$ cat config.mk
export PLATFORM = sky130hd
export DESIGN_NAME = sorted_priority_queue_core_flat
export DESIGN_NICKNAME = d
export VERILOG_FILES = /design/src/hdl/spq_pkg.sv /design/src/hdl/spq_if.sv /design/src/hdl/spq_ram.sv /design/src/hdl/spq_seq.sv /design/src/hdl/sorted_priority_queue_core.sv /design/src/flat_wrapper.sv
export SDC_FILE = /design/constraint.sdc
export NUM_CORES = 1
export LEC_CHECK = 0
export BUFFER_PORTS_ARGS = -buffer_cell sky130_fd_sc_hd__buf_4
export CORE_MARGIN = 2
export CORE_UTILIZATION = 50
export DETAILED_ROUTE_END_ITERATION = 8
export GPL_TIMING_DRIVEN = 0
export PLACE_DENSITY = 0.76
export SLEW_MARGIN = 20
export SYNTH_ARGS = -nofsm -noshare
export SYNTH_HDL_FRONTEND = slang
export SYNTH_HIERARCHICAL = 1
export SYNTH_SLANG_ARGS = --single-unit
$ cat constraint.sdc
create_clock -name clock -period 8.7 [get_ports clock]
set_input_delay 1.74 -clock clock [delete_from_list [all_inputs] [get_ports clock]]
set_output_delay 1.74 -clock clock [all_outputs]
set_load 0.01 [all_outputs]
$ cat src/hdl/spq_pkg.sv
// shared types and constants for the sorted priority queue
package spq_pkg;

   localparam int CAPACITY = 16;
   localparam int TAG_BITS = 16;
   localparam int PAY_BITS = 8;
   localparam int IDX_BITS = $clog2(CAPACITY);
   localparam int CNT_BITS = $clog2(CAPACITY + 1);

   localparam logic FUNC_INSERT = 1'b0;
   localparam logic FUNC_REMOVE = 1'b1;

   typedef enum logic [1:0] {
      STATUS_DONE  = 2'd0,
      STATUS_EMPTY = 2'd1,
      STATUS_FULL  = 2'd2
   } spq_status_type;

   typedef enum logic [2:0] {
      SEQ_IDLE,
      SEQ_READ,
      SEQ_STEP,
      SEQ_PLACE,
      SEQ_DONE
   } spq_state_type;

   typedef struct packed {
      logic [TAG_BITS-1:0] tag;
      logic [PAY_BITS-1:0] payload;
   } spq_entry_type;

   typedef struct packed {
      logic                we;
      logic [IDX_BITS-1:0] waddr;
      spq_entry_type       wdata;
      logic [IDX_BITS-1:0] raddr;
   } spq_ram_ctl_type;

endpackage

$ cat src/hdl/spq_if.sv
// request and response channel interfaces
interface spq_req_if;
   logic                               valid;
   logic                               ready;
   logic                               func;
   logic signed [spq_pkg::TAG_BITS-1:0] new_priority;
   logic [spq_pkg::PAY_BITS-1:0]       new_payload;

   modport source (output valid, func, new_priority, new_payload, input ready);
   modport sink (input valid, func, new_priority, new_payload, output ready);
endinterface

interface spq_rsp_if;
   logic                                valid;
   logic                                ready;
   logic [1:0]                          status;
   logic signed [spq_pkg::TAG_BITS-1:0] removed_priority;
   logic [spq_pkg::PAY_BITS-1:0]        removed_payload;
   logic signed [spq_pkg::TAG_BITS-1:0] front_priority;
   logic [spq_pkg::PAY_BITS-1:0]        front_payload;
   logic signed [spq_pkg::TAG_BITS-1:0] rear_priority;
   logic [spq_pkg::PAY_BITS-1:0]        rear_payload;
   logic [spq_pkg::CNT_BITS-1:0]        entry_count;
   logic                                is_empty;

   modport source (output valid, status, removed_priority, removed_payload,
                   front_priority, front_payload, rear_priority, rear_payload,
                   entry_count, is_empty, input ready);
   modport sink (input valid, status, removed_priority, removed_payload,
                 front_priority, front_payload, rear_priority, rear_payload,
                 entry_count, is_empty, output ready);
endinterface

$ cat src/hdl/spq_ram.sv
// entry store: one write port, one registered read port
module spq_ram (
   input  logic                     clock,
   input  spq_pkg::spq_ram_ctl_type ctl,
   output spq_pkg::spq_entry_type   rdata
);

   spq_pkg::spq_entry_type mem [spq_pkg::CAPACITY];
   spq_pkg::spq_entry_type rdata_ff;

   always_ff @(posedge clock) begin
      if (ctl.we) begin
         mem[ctl.waddr] <= ctl.wdata;
      end
      rdata_ff <= mem[ctl.raddr];
   end

   assign rdata = rdata_ff;

endmodule

$ cat src/hdl/spq_seq.sv
// sequencer: walks the store one slot per step with a single tag compare
module spq_seq (
   input  logic                     clock,
   input  logic                     reset,
   spq_req_if.sink                  req,
   spq_rsp_if.source                rsp,
   output spq_pkg::spq_ram_ctl_type ram_ctl,
   input  spq_pkg::spq_entry_type   ram_rdata
);

   localparam logic [spq_pkg::CNT_BITS-1:0] CNT_ONE = spq_pkg::CNT_BITS'(1);
   localparam logic [spq_pkg::CNT_BITS-1:0] CNT_FULL = spq_pkg::CNT_BITS'(spq_pkg::CAPACITY);

   spq_pkg::spq_state_type          state_ff, state_in;
   logic [spq_pkg::CNT_BITS-1:0]    count_ff, count_in;
   logic [spq_pkg::CNT_BITS-1:0]    idx_ff, idx_in;
   logic                            op_ff, op_in;
   spq_pkg::spq_entry_type          new_ff, new_in;
   spq_pkg::spq_entry_type          front_ff, front_in;
   spq_pkg::spq_entry_type          rear_ff, rear_in;
   spq_pkg::spq_entry_type          rem_ff, rem_in;
   spq_pkg::spq_status_type         status_ff, status_in;

   logic                            out_valid_ff, out_valid_in;
   logic [1:0]                      out_status_ff, out_status_in;
   spq_pkg::spq_entry_type          out_rem_ff, out_rem_in;
   spq_pkg::spq_entry_type          out_front_ff, out_front_in;
   spq_pkg::spq_entry_type          out_rear_ff, out_rear_in;
   logic [spq_pkg::CNT_BITS-1:0]    out_count_ff, out_count_in;

   logic                            shift_up;
   logic [spq_pkg::CNT_BITS-1:0]    idx_dn;
   spq_pkg::spq_entry_type          zero_entry;

   assign zero_entry = '0;
   assign idx_dn     = idx_ff - CNT_ONE;
   // stored entry moves toward the rear while its tag is not below the new tag
   assign shift_up   = $signed(ram_rdata.tag) >= $signed(new_ff.tag);

   always_ff @(posedge clock) begin
      if (reset) begin
         state_ff     <= spq_pkg::SEQ_IDLE;
         count_ff     <= '0;
         out_valid_ff <= 1'b0;
      end else begin
         state_ff     <= state_in;
         count_ff     <= count_in;
         out_valid_ff <= out_valid_in;
      end
   end

   always_ff @(posedge clock) begin
      idx_ff        <= idx_in;
      op_ff         <= op_in;
      new_ff        <= new_in;
      front_ff      <= front_in;
      rear_ff       <= rear_in;
      rem_ff        <= rem_in;
      status_ff     <= status_in;
      out_status_ff <= out_status_in;
      out_rem_ff    <= out_rem_in;
      out_front_ff  <= out_front_in;
      out_rear_ff   <= out_rear_in;
      out_count_ff  <= out_count_in;
   end

   always_comb begin
      state_in      = state_ff;
      count_in      = count_ff;
      idx_in        = idx_ff;
      op_in         = op_ff;
      new_in        = new_ff;
      front_in      = front_ff;
      rear_in       = rear_ff;
      rem_in        = rem_ff;
      status_in     = status_ff;
      out_valid_in  = out_valid_ff;
      out_status_in = out_status_ff;
      out_rem_in    = out_rem_ff;
      out_front_in  = out_front_ff;
      out_rear_in   = out_rear_ff;
      out_count_in  = out_count_ff;
      ram_ctl       = '0;
      req.ready     = 1'b0;

      if (out_valid_ff && rsp.ready) begin
         out_valid_in = 1'b0;
      end

      case (state_ff)
         spq_pkg::SEQ_IDLE: begin
            req.ready = 1'b1;
            if (req.valid) begin
               op_in       = req.func;
               new_in.tag  = req.new_priority[spq_pkg::TAG_BITS-1:0];
               new_in.payload = req.new_payload;
               rem_in      = zero_entry;
               status_in   = spq_pkg::STATUS_DONE;
               state_in    = spq_pkg::SEQ_DONE;
               if (req.func == spq_pkg::FUNC_INSERT) begin
                  if (count_ff == CNT_FULL) begin
                     status_in = spq_pkg::STATUS_FULL;
                  end else if (count_ff == '0) begin
                     ram_ctl.we     = 1'b1;
                     ram_ctl.waddr  = '0;
                     ram_ctl.wdata  = new_in;
                     front_in       = new_in;
                     rear_in        = new_in;
                     count_in       = CNT_ONE;
                  end else begin
                     idx_in   = count_ff;
                     state_in = spq_pkg::SEQ_READ;
                  end
               end else begin
                  if (count_ff == '0) begin
                     status_in = spq_pkg::STATUS_EMPTY;
                  end else begin
                     rem_in = front_ff;
                     if (count_ff == CNT_ONE) begin
                        count_in = '0;
                     end else begin
                        idx_in   = CNT_ONE;
                        state_in = spq_pkg::SEQ_READ;
                     end
                  end
               end
            end
         end
         spq_pkg::SEQ_READ: begin
            // insert reads the slot below the hole, remove reads the slot above it
            if (op_ff == spq_pkg::FUNC_INSERT) begin
               ram_ctl.raddr = idx_dn[spq_pkg::IDX_BITS-1:0];
            end else begin
               ram_ctl.raddr = idx_ff[spq_pkg::IDX_BITS-1:0];
            end
            state_in = spq_pkg::SEQ_STEP;
         end
         spq_pkg::SEQ_STEP: begin
            ram_ctl.we = 1'b1;
            if (op_ff == spq_pkg::FUNC_INSERT) begin
               ram_ctl.waddr = idx_ff[spq_pkg::IDX_BITS-1:0];
               if (shift_up) begin
                  ram_ctl.wdata = ram_rdata;
                  idx_in        = idx_dn;
                  state_in      = (idx_dn == '0) ? spq_pkg::SEQ_PLACE : spq_pkg::SEQ_READ;
               end else begin
                  ram_ctl.wdata = new_ff;
                  if (idx_ff == count_ff) begin
                     rear_in = new_ff;
                  end
                  count_in = count_ff + CNT_ONE;
                  state_in = spq_pkg::SEQ_DONE;
               end
            end else begin
               ram_ctl.waddr = idx_dn[spq_pkg::IDX_BITS-1:0];
               ram_ctl.wdata = ram_rdata;
               if (idx_ff == CNT_ONE) begin
                  front_in = ram_rdata;
               end
               if (idx_ff == count_ff - CNT_ONE) begin
                  count_in = count_ff - CNT_ONE;
                  state_in = spq_pkg::SEQ_DONE;
               end else begin
                  idx_in   = idx_ff + CNT_ONE;
                  state_in = spq_pkg::SEQ_READ;
               end
            end
         end
         spq_pkg::SEQ_PLACE: begin
            ram_ctl.we    = 1'b1;
            ram_ctl.waddr = '0;
            ram_ctl.wdata = new_ff;
            front_in      = new_ff;
            count_in      = count_ff + CNT_ONE;
            state_in      = spq_pkg::SEQ_DONE;
         end
         spq_pkg::SEQ_DONE: begin
            if (!out_valid_ff || rsp.ready) begin
               out_valid_in  = 1'b1;
               out_status_in = status_ff;
               out_rem_in    = rem_ff;
               out_count_in  = count_ff;
               if (count_ff == '0) begin
                  out_front_in = zero_entry;
                  out_rear_in  = zero_entry;
               end else begin
                  out_front_in = front_ff;
                  out_rear_in  = rear_ff;
               end
               state_in = spq_pkg::SEQ_IDLE;
            end
         end
         default: begin
            state_in = spq_pkg::SEQ_IDLE;
         end
      endcase
   end

   assign rsp.valid            = out_valid_ff;
   assign rsp.status           = out_status_ff;
   assign rsp.removed_priority = out_rem_ff.tag;
   assign rsp.removed_payload  = out_rem_ff.payload;
   assign rsp.front_priority   = out_front_ff.tag;
   assign rsp.front_payload    = out_front_ff.payload;
   assign rsp.rear_priority    = out_rear_ff.tag;
   assign rsp.rear_payload     = out_rear_ff.payload;
   assign rsp.entry_count      = out_count_ff;
   assign rsp.is_empty         = (out_count_ff == '0);

endmodule

$ cat src/hdl/sorted_priority_queue_core.sv
// Sorted priority queue of 16 entries kept in ascending tag order in a store with one
// write port and one registered read port. An insert walks from the rear and moves each
// entry whose tag is equal or greater up one slot, reading and then writing each moved
// entry. A remove shifts the rest toward the front. Rejected requests (insert when full,
// remove when empty), the first insert and a remove of the last entry skip the walk.
// The response becomes valid in the same cycle that the next request can be taken and
// waits in an output register. A response still held there when the next one is ready
// stalls the sequencer until it is taken. No clearing pass follows reset.
module sorted_priority_queue_core (
   input  logic      clock,
   input  logic      reset,
   spq_req_if.sink   req,
   spq_rsp_if.source rsp
);

   spq_pkg::spq_ram_ctl_type ram_ctl;
   spq_pkg::spq_entry_type   ram_rdata;

   spq_seq u_seq (
      .clock     (clock),
      .reset     (reset),
      .req       (req),
      .rsp       (rsp),
      .ram_ctl   (ram_ctl),
      .ram_rdata (ram_rdata)
   );

   spq_ram u_ram (
      .clock (clock),
      .ctl   (ram_ctl),
      .rdata (ram_rdata)
   );

   // the sequencer is not ready in the cycle after it takes a request
   a_busy_after_request: assert property (@(posedge clock) disable iff (reset)
      req.valid && req.ready |=> !req.ready)
      else $error("request taken while previous request still in progress");

   a_empty_count: assert property (@(posedge clock) disable iff (reset)
      rsp.valid |-> (rsp.is_empty == (rsp.entry_count == '0)))
      else $error("empty flag disagrees with entry count");

   a_full_drop: assert property (@(posedge clock) disable iff (reset)
      rsp.valid && rsp.status == spq_pkg::STATUS_FULL
      |-> rsp.entry_count == spq_pkg::CNT_BITS'(spq_pkg::CAPACITY))
      else $error("insert dropped while queue not full");

   a_empty_remove: assert property (@(posedge clock) disable iff (reset)
      rsp.valid && rsp.status == spq_pkg::STATUS_EMPTY
      |-> rsp.is_empty && rsp.removed_priority == '0 && rsp.removed_payload == '0)
      else $error("remove on empty queue reported data");

   a_no_write_when_idle: assert property (@(posedge clock) disable iff (reset)
      ram_ctl.we |-> !(req.ready && !req.valid))
      else $error("store written while sequencer idle");

endmodule
$ cat src/flat_wrapper.sv
// flat-port wrapper written by rule: the top's interface ports become plain ports
module sorted_priority_queue_core_flat 
  (clock, reset, req_valid, req_func, req_new_priority, req_new_payload, req_ready, rsp_valid, rsp_status, rsp_removed_priority, rsp_removed_payload, rsp_front_priority, rsp_front_payload, rsp_rear_priority, rsp_rear_payload, rsp_entry_count, rsp_is_empty, rsp_ready);
  spq_req_if req_i ();
  spq_rsp_if rsp_i ();
  input  logic clock;
  input  logic reset;
  input wire logic [$bits(req_i.valid)-1:0] req_valid;
  input wire logic [$bits(req_i.func)-1:0] req_func;
  input wire logic [$bits(req_i.new_priority)-1:0] req_new_priority;
  input wire logic [$bits(req_i.new_payload)-1:0] req_new_payload;
  output wire logic [$bits(req_i.ready)-1:0] req_ready;
  output wire logic [$bits(rsp_i.valid)-1:0] rsp_valid;
  output wire logic [$bits(rsp_i.status)-1:0] rsp_status;
  output wire logic [$bits(rsp_i.removed_priority)-1:0] rsp_removed_priority;
  output wire logic [$bits(rsp_i.removed_payload)-1:0] rsp_removed_payload;
  output wire logic [$bits(rsp_i.front_priority)-1:0] rsp_front_priority;
  output wire logic [$bits(rsp_i.front_payload)-1:0] rsp_front_payload;
  output wire logic [$bits(rsp_i.rear_priority)-1:0] rsp_rear_priority;
  output wire logic [$bits(rsp_i.rear_payload)-1:0] rsp_rear_payload;
  output wire logic [$bits(rsp_i.entry_count)-1:0] rsp_entry_count;
  output wire logic [$bits(rsp_i.is_empty)-1:0] rsp_is_empty;
  input wire logic [$bits(rsp_i.ready)-1:0] rsp_ready;
  assign req_i.valid = req_valid;
  assign req_i.func = req_func;
  assign req_i.new_priority = req_new_priority;
  assign req_i.new_payload = req_new_payload;
  assign req_ready = req_i.ready;
  assign rsp_valid = rsp_i.valid;
  assign rsp_status = rsp_i.status;
  assign rsp_removed_priority = rsp_i.removed_priority;
  assign rsp_removed_payload = rsp_i.removed_payload;
  assign rsp_front_priority = rsp_i.front_priority;
  assign rsp_front_payload = rsp_i.front_payload;
  assign rsp_rear_priority = rsp_i.rear_priority;
  assign rsp_rear_payload = rsp_i.rear_payload;
  assign rsp_entry_count = rsp_i.entry_count;
  assign rsp_is_empty = rsp_i.is_empty;
  assign rsp_i.ready = rsp_ready;
  sorted_priority_queue_core u_core (.clock(clock), .reset(reset), .req(req_i), .rsp(rsp_i));
endmodule
==> impl_metrics.json <==
{
  "power.density_nw_per_um2": 308,
  "synth_fp_nets": 1408,
  "dpl.cell_count": 2107,
  "grt_max_degree": 31,
  "n_antenna_cell": 0,
  "overflow": 0,
  "post-route-period-util_pct": 56.2,
  "min_period_ps": 4890,
  "vias": 13048,
  "finClkSkew_ps": 25.7,
  "relSlewSlack_pct": 21.3,
  "syn_inst": 1355,
  "post_dp_cell_area_um2": 26000,
  "end_kind": "flop",
  "seq_area_frac_synth_pct": 74.2,
  "synthTopCellsByArea": "edfxtp_1, mux4_2, dfxtp_1",
  "cts.root.buffer_cell": "clkbuf_16",
  "fillers": 3455,
  "clk_pin_slew_ps": 60,
  "die_w_um": 222,
  "setup_slack_ps": 3810,
  "ys_ff_latch": 600,
  "hpwl_um": 36700,
  "first_global_vias": 13380,
  "arrival_ps": 5190,
  "drv_slew": 0,
  "routed_wl_um": 54600,
  "worstSetupPathType": "reg2reg",
  "max_freq_ghz": 0.205,
  "cp_max_fo": 9,
  "clock-sinks": 600,
  "wire_per_inst_um": 24.8,
  "cp_slowest_cell": "nor3_1",
  "synthFlopType": "edfxtp_1",
  "cts_setup_buffers": 0,
  "initial_utilization_pct": 50.2,
  "ir_drop_mv": 0.183,
  "synth_edf_count": 567,
  "antenna_found_initial": 0,
  "drtIter0Drc": 1253,
  "dieArea_um2": 49400,
  "clock_latency_ps": 610,
  "viasPerCell": 5.92,
  "die_h_um": 222,
  "cts_buffer_depth": 3,
  "yosysMostFrequentCell": "edfxtp_1",
  "place_congestion": 0.915,
  "drc": 0,
  "first_pass_iters": 5,
  "final_nets": 1602,
  "avgSynthCellArea_um2": 17.6,
  "h-tree-depth": 2,
  "hold_path_class": "reg2reg",
  "maxCapViolations": 0,
  "synth.top_cell.area_share_pct": 71.4,
  "startpoint_type": "flop",
  "layout-drive-gt1-share_pct": 22.7,
  "critical_path_required_ps": 9000,
  "synthTopCellsByCount": "edfxtp_1, nand2_1, mux4_2",
  "cts_tree": "built",
  "portBuffers": 109,
  "setup_viol": 0,
  "ys_types": 49,
  "whs_ps": 416,
  "postRouteAntennaNets": 0,
  "track_usage_pct": 22.3,
  "async_reset_ff_share_pct": 0,
  "cts-resized-gates": 0,
  "postCtsHoldBufs": 0,
  "status": "completed",
  "rsz0062_at_grt": "false",
  "finalSetupTns_ps": 0,
  "ys_warn_count": 6,
  "design_area_um2": 27600,
  "cts-buffers-inserted": 54,
  "grt_pass1_wl_um": 82300,
  "row_count": 80,
  "synth_area_leader_cell": "edfxtp_1",
  "worst_pin_slew_ps": 1170,
  "power_leakage_nw": 9.45,
  "area_delta_synth_final_pct": 15.9,
  "path_cells": "clkbuf_1 > inv_1 > ha_1 > or3b_2 > or2_2 > nor3_1 > or2_2 > or3b_2 > nor3_2 > buf_4",
  "syn-cell-area_um2": 23800,
  "ios": 111,
  "core_area_um2": 47400,
  "final_cells": 2204,
  "place_ws_ps": 3820,
  "hold_violations": 0,
  "max_stage_delay_ps": 890
}
## path summary, 6_finish.rpt
| check | startpoint | endpoint | slack, ps | depth (start not counted) |
|---|---|---|---|---|
| worst min-delay path | u_core/u_seq/rem_ff[1] | u_core/u_seq/rsp.removed_payload[1] | 420 | 0 |
| worst max register to register | u_core/u_seq/count_ff[0] | u_core/u_ram/mem[0][14] | 3810 | 10 |
| worst min register to register | u_core/u_seq/rem_ff[1] | u_core/u_seq/rsp.removed_payload[1] | 420 | 0 |
| worst max-delay path | u_core/u_seq/count_ff[0] | u_core/u_ram/mem[0][14] | 3810 | 10 |
## logic make-up after synthesis
group                      after synthesis  share of synthesized area (%)
and+or+nand+nor                        319                           6.81
buffers and inverters                  103                           1.96
adders and majority gates               24                           1.26
AOI/OAI and AO/OA                      167                           4.88
DFF                                    600                           74.2
xor gates and xnor gates                19                          0.698
muxes                                  123                           10.2
## cells in the final DEF, fill, tap and decap left out, drive strengths merged, types with 26 or more instances in the layout
| master | count |
|---|---|
| nor2 | 43 |
| buf | 167 |
| clkbuf | 117 |
| a22oi | 48 |
| dfxtp | 33 |
| mux4 | 96 |
| inv | 26 |
| mux2i | 27 |
| clkinv | 26 |
| edfxtp | 567 |
| and3 | 27 |
| and2 | 75 |
| o21ai | 50 |
| nand2 | 111 |
## flip-flops by register name, summed over array words and instances (netlist names)
name and flops:
u_core/u_ram/rdata 24, u_core/u_seq/op_ff 1, u_core/u_seq/rsp.front_payload 8, u_core/u_seq/rsp.rear_payload 8
u_core/u_seq/rsp.status 2, u_core/u_ram/mem 384, u_core/u_seq/rsp.removed_payload 8, u_core/u_seq/idx_ff 5
u_core/u_seq/front_ff 24, u_core/u_seq/rsp.rear_priority 16, u_core/u_seq/rsp.removed_priority 16, u_core/u_seq/rsp.entry_count 5
u_core/u_seq/status_ff 2, u_core/u_seq/rem_ff 24, u_core/u_seq/count_ff 5, u_core/u_seq/rsp.valid 1
u_core/u_seq/rear_ff 24, u_core/u_seq/rsp.front_priority 16, u_core/u_seq/new_ff 24, u_core/u_seq/state_ff 3
## layer usage
layer	vias to the layer above	wire length [um]	track usage, %
li1	5712	-	-
met1	6527	20800	28.9
met2	663	27300	37.9
met3	146	4200	3.25
met4	0	2270	9.20
met5	-	0	0
## report_power, final
group / internal [W] / switching, W
combinational: 0.000861 / 0.00137
sequential: 0.00390 / 0.000181
clock: 0.00119 / 0.00100
## critical path, delay by kind of cell (launching register included)
| kind | cells | cell delay [ps] |
|---|---|---|
| simple gates | 6 | 3260 |
| buf+inv | 3 | 690 |
| flops | 1 | 350 |
| fa+ha+maj | 1 | 290 |
## layout make-up
type,instances,area (um2),share of cell area [%]
plain buffers,78,374,1.35
clock buffers,68,1420,5.15
clock inverters,28,199,0.720
inverters,25,93.8,0.340
multi-input cells,652,5810,21.0
flip-flops and latches,600,17700,64.0
well taps,615,769,2.78
repair buffers,138,1280,4.63
## through the flow
stage          utilization (%)  power (W)
3_5_place_dp              54.8    0.00635
5_1_grt                   58.2    0.00887
2_1_floorplan                -    0.00550
3_3_place_gp              53.6    0.00623
6_report                  58.2    0.00850
4_1_cts                   58.2    0.00852
(Power assumes the default switching activity.)
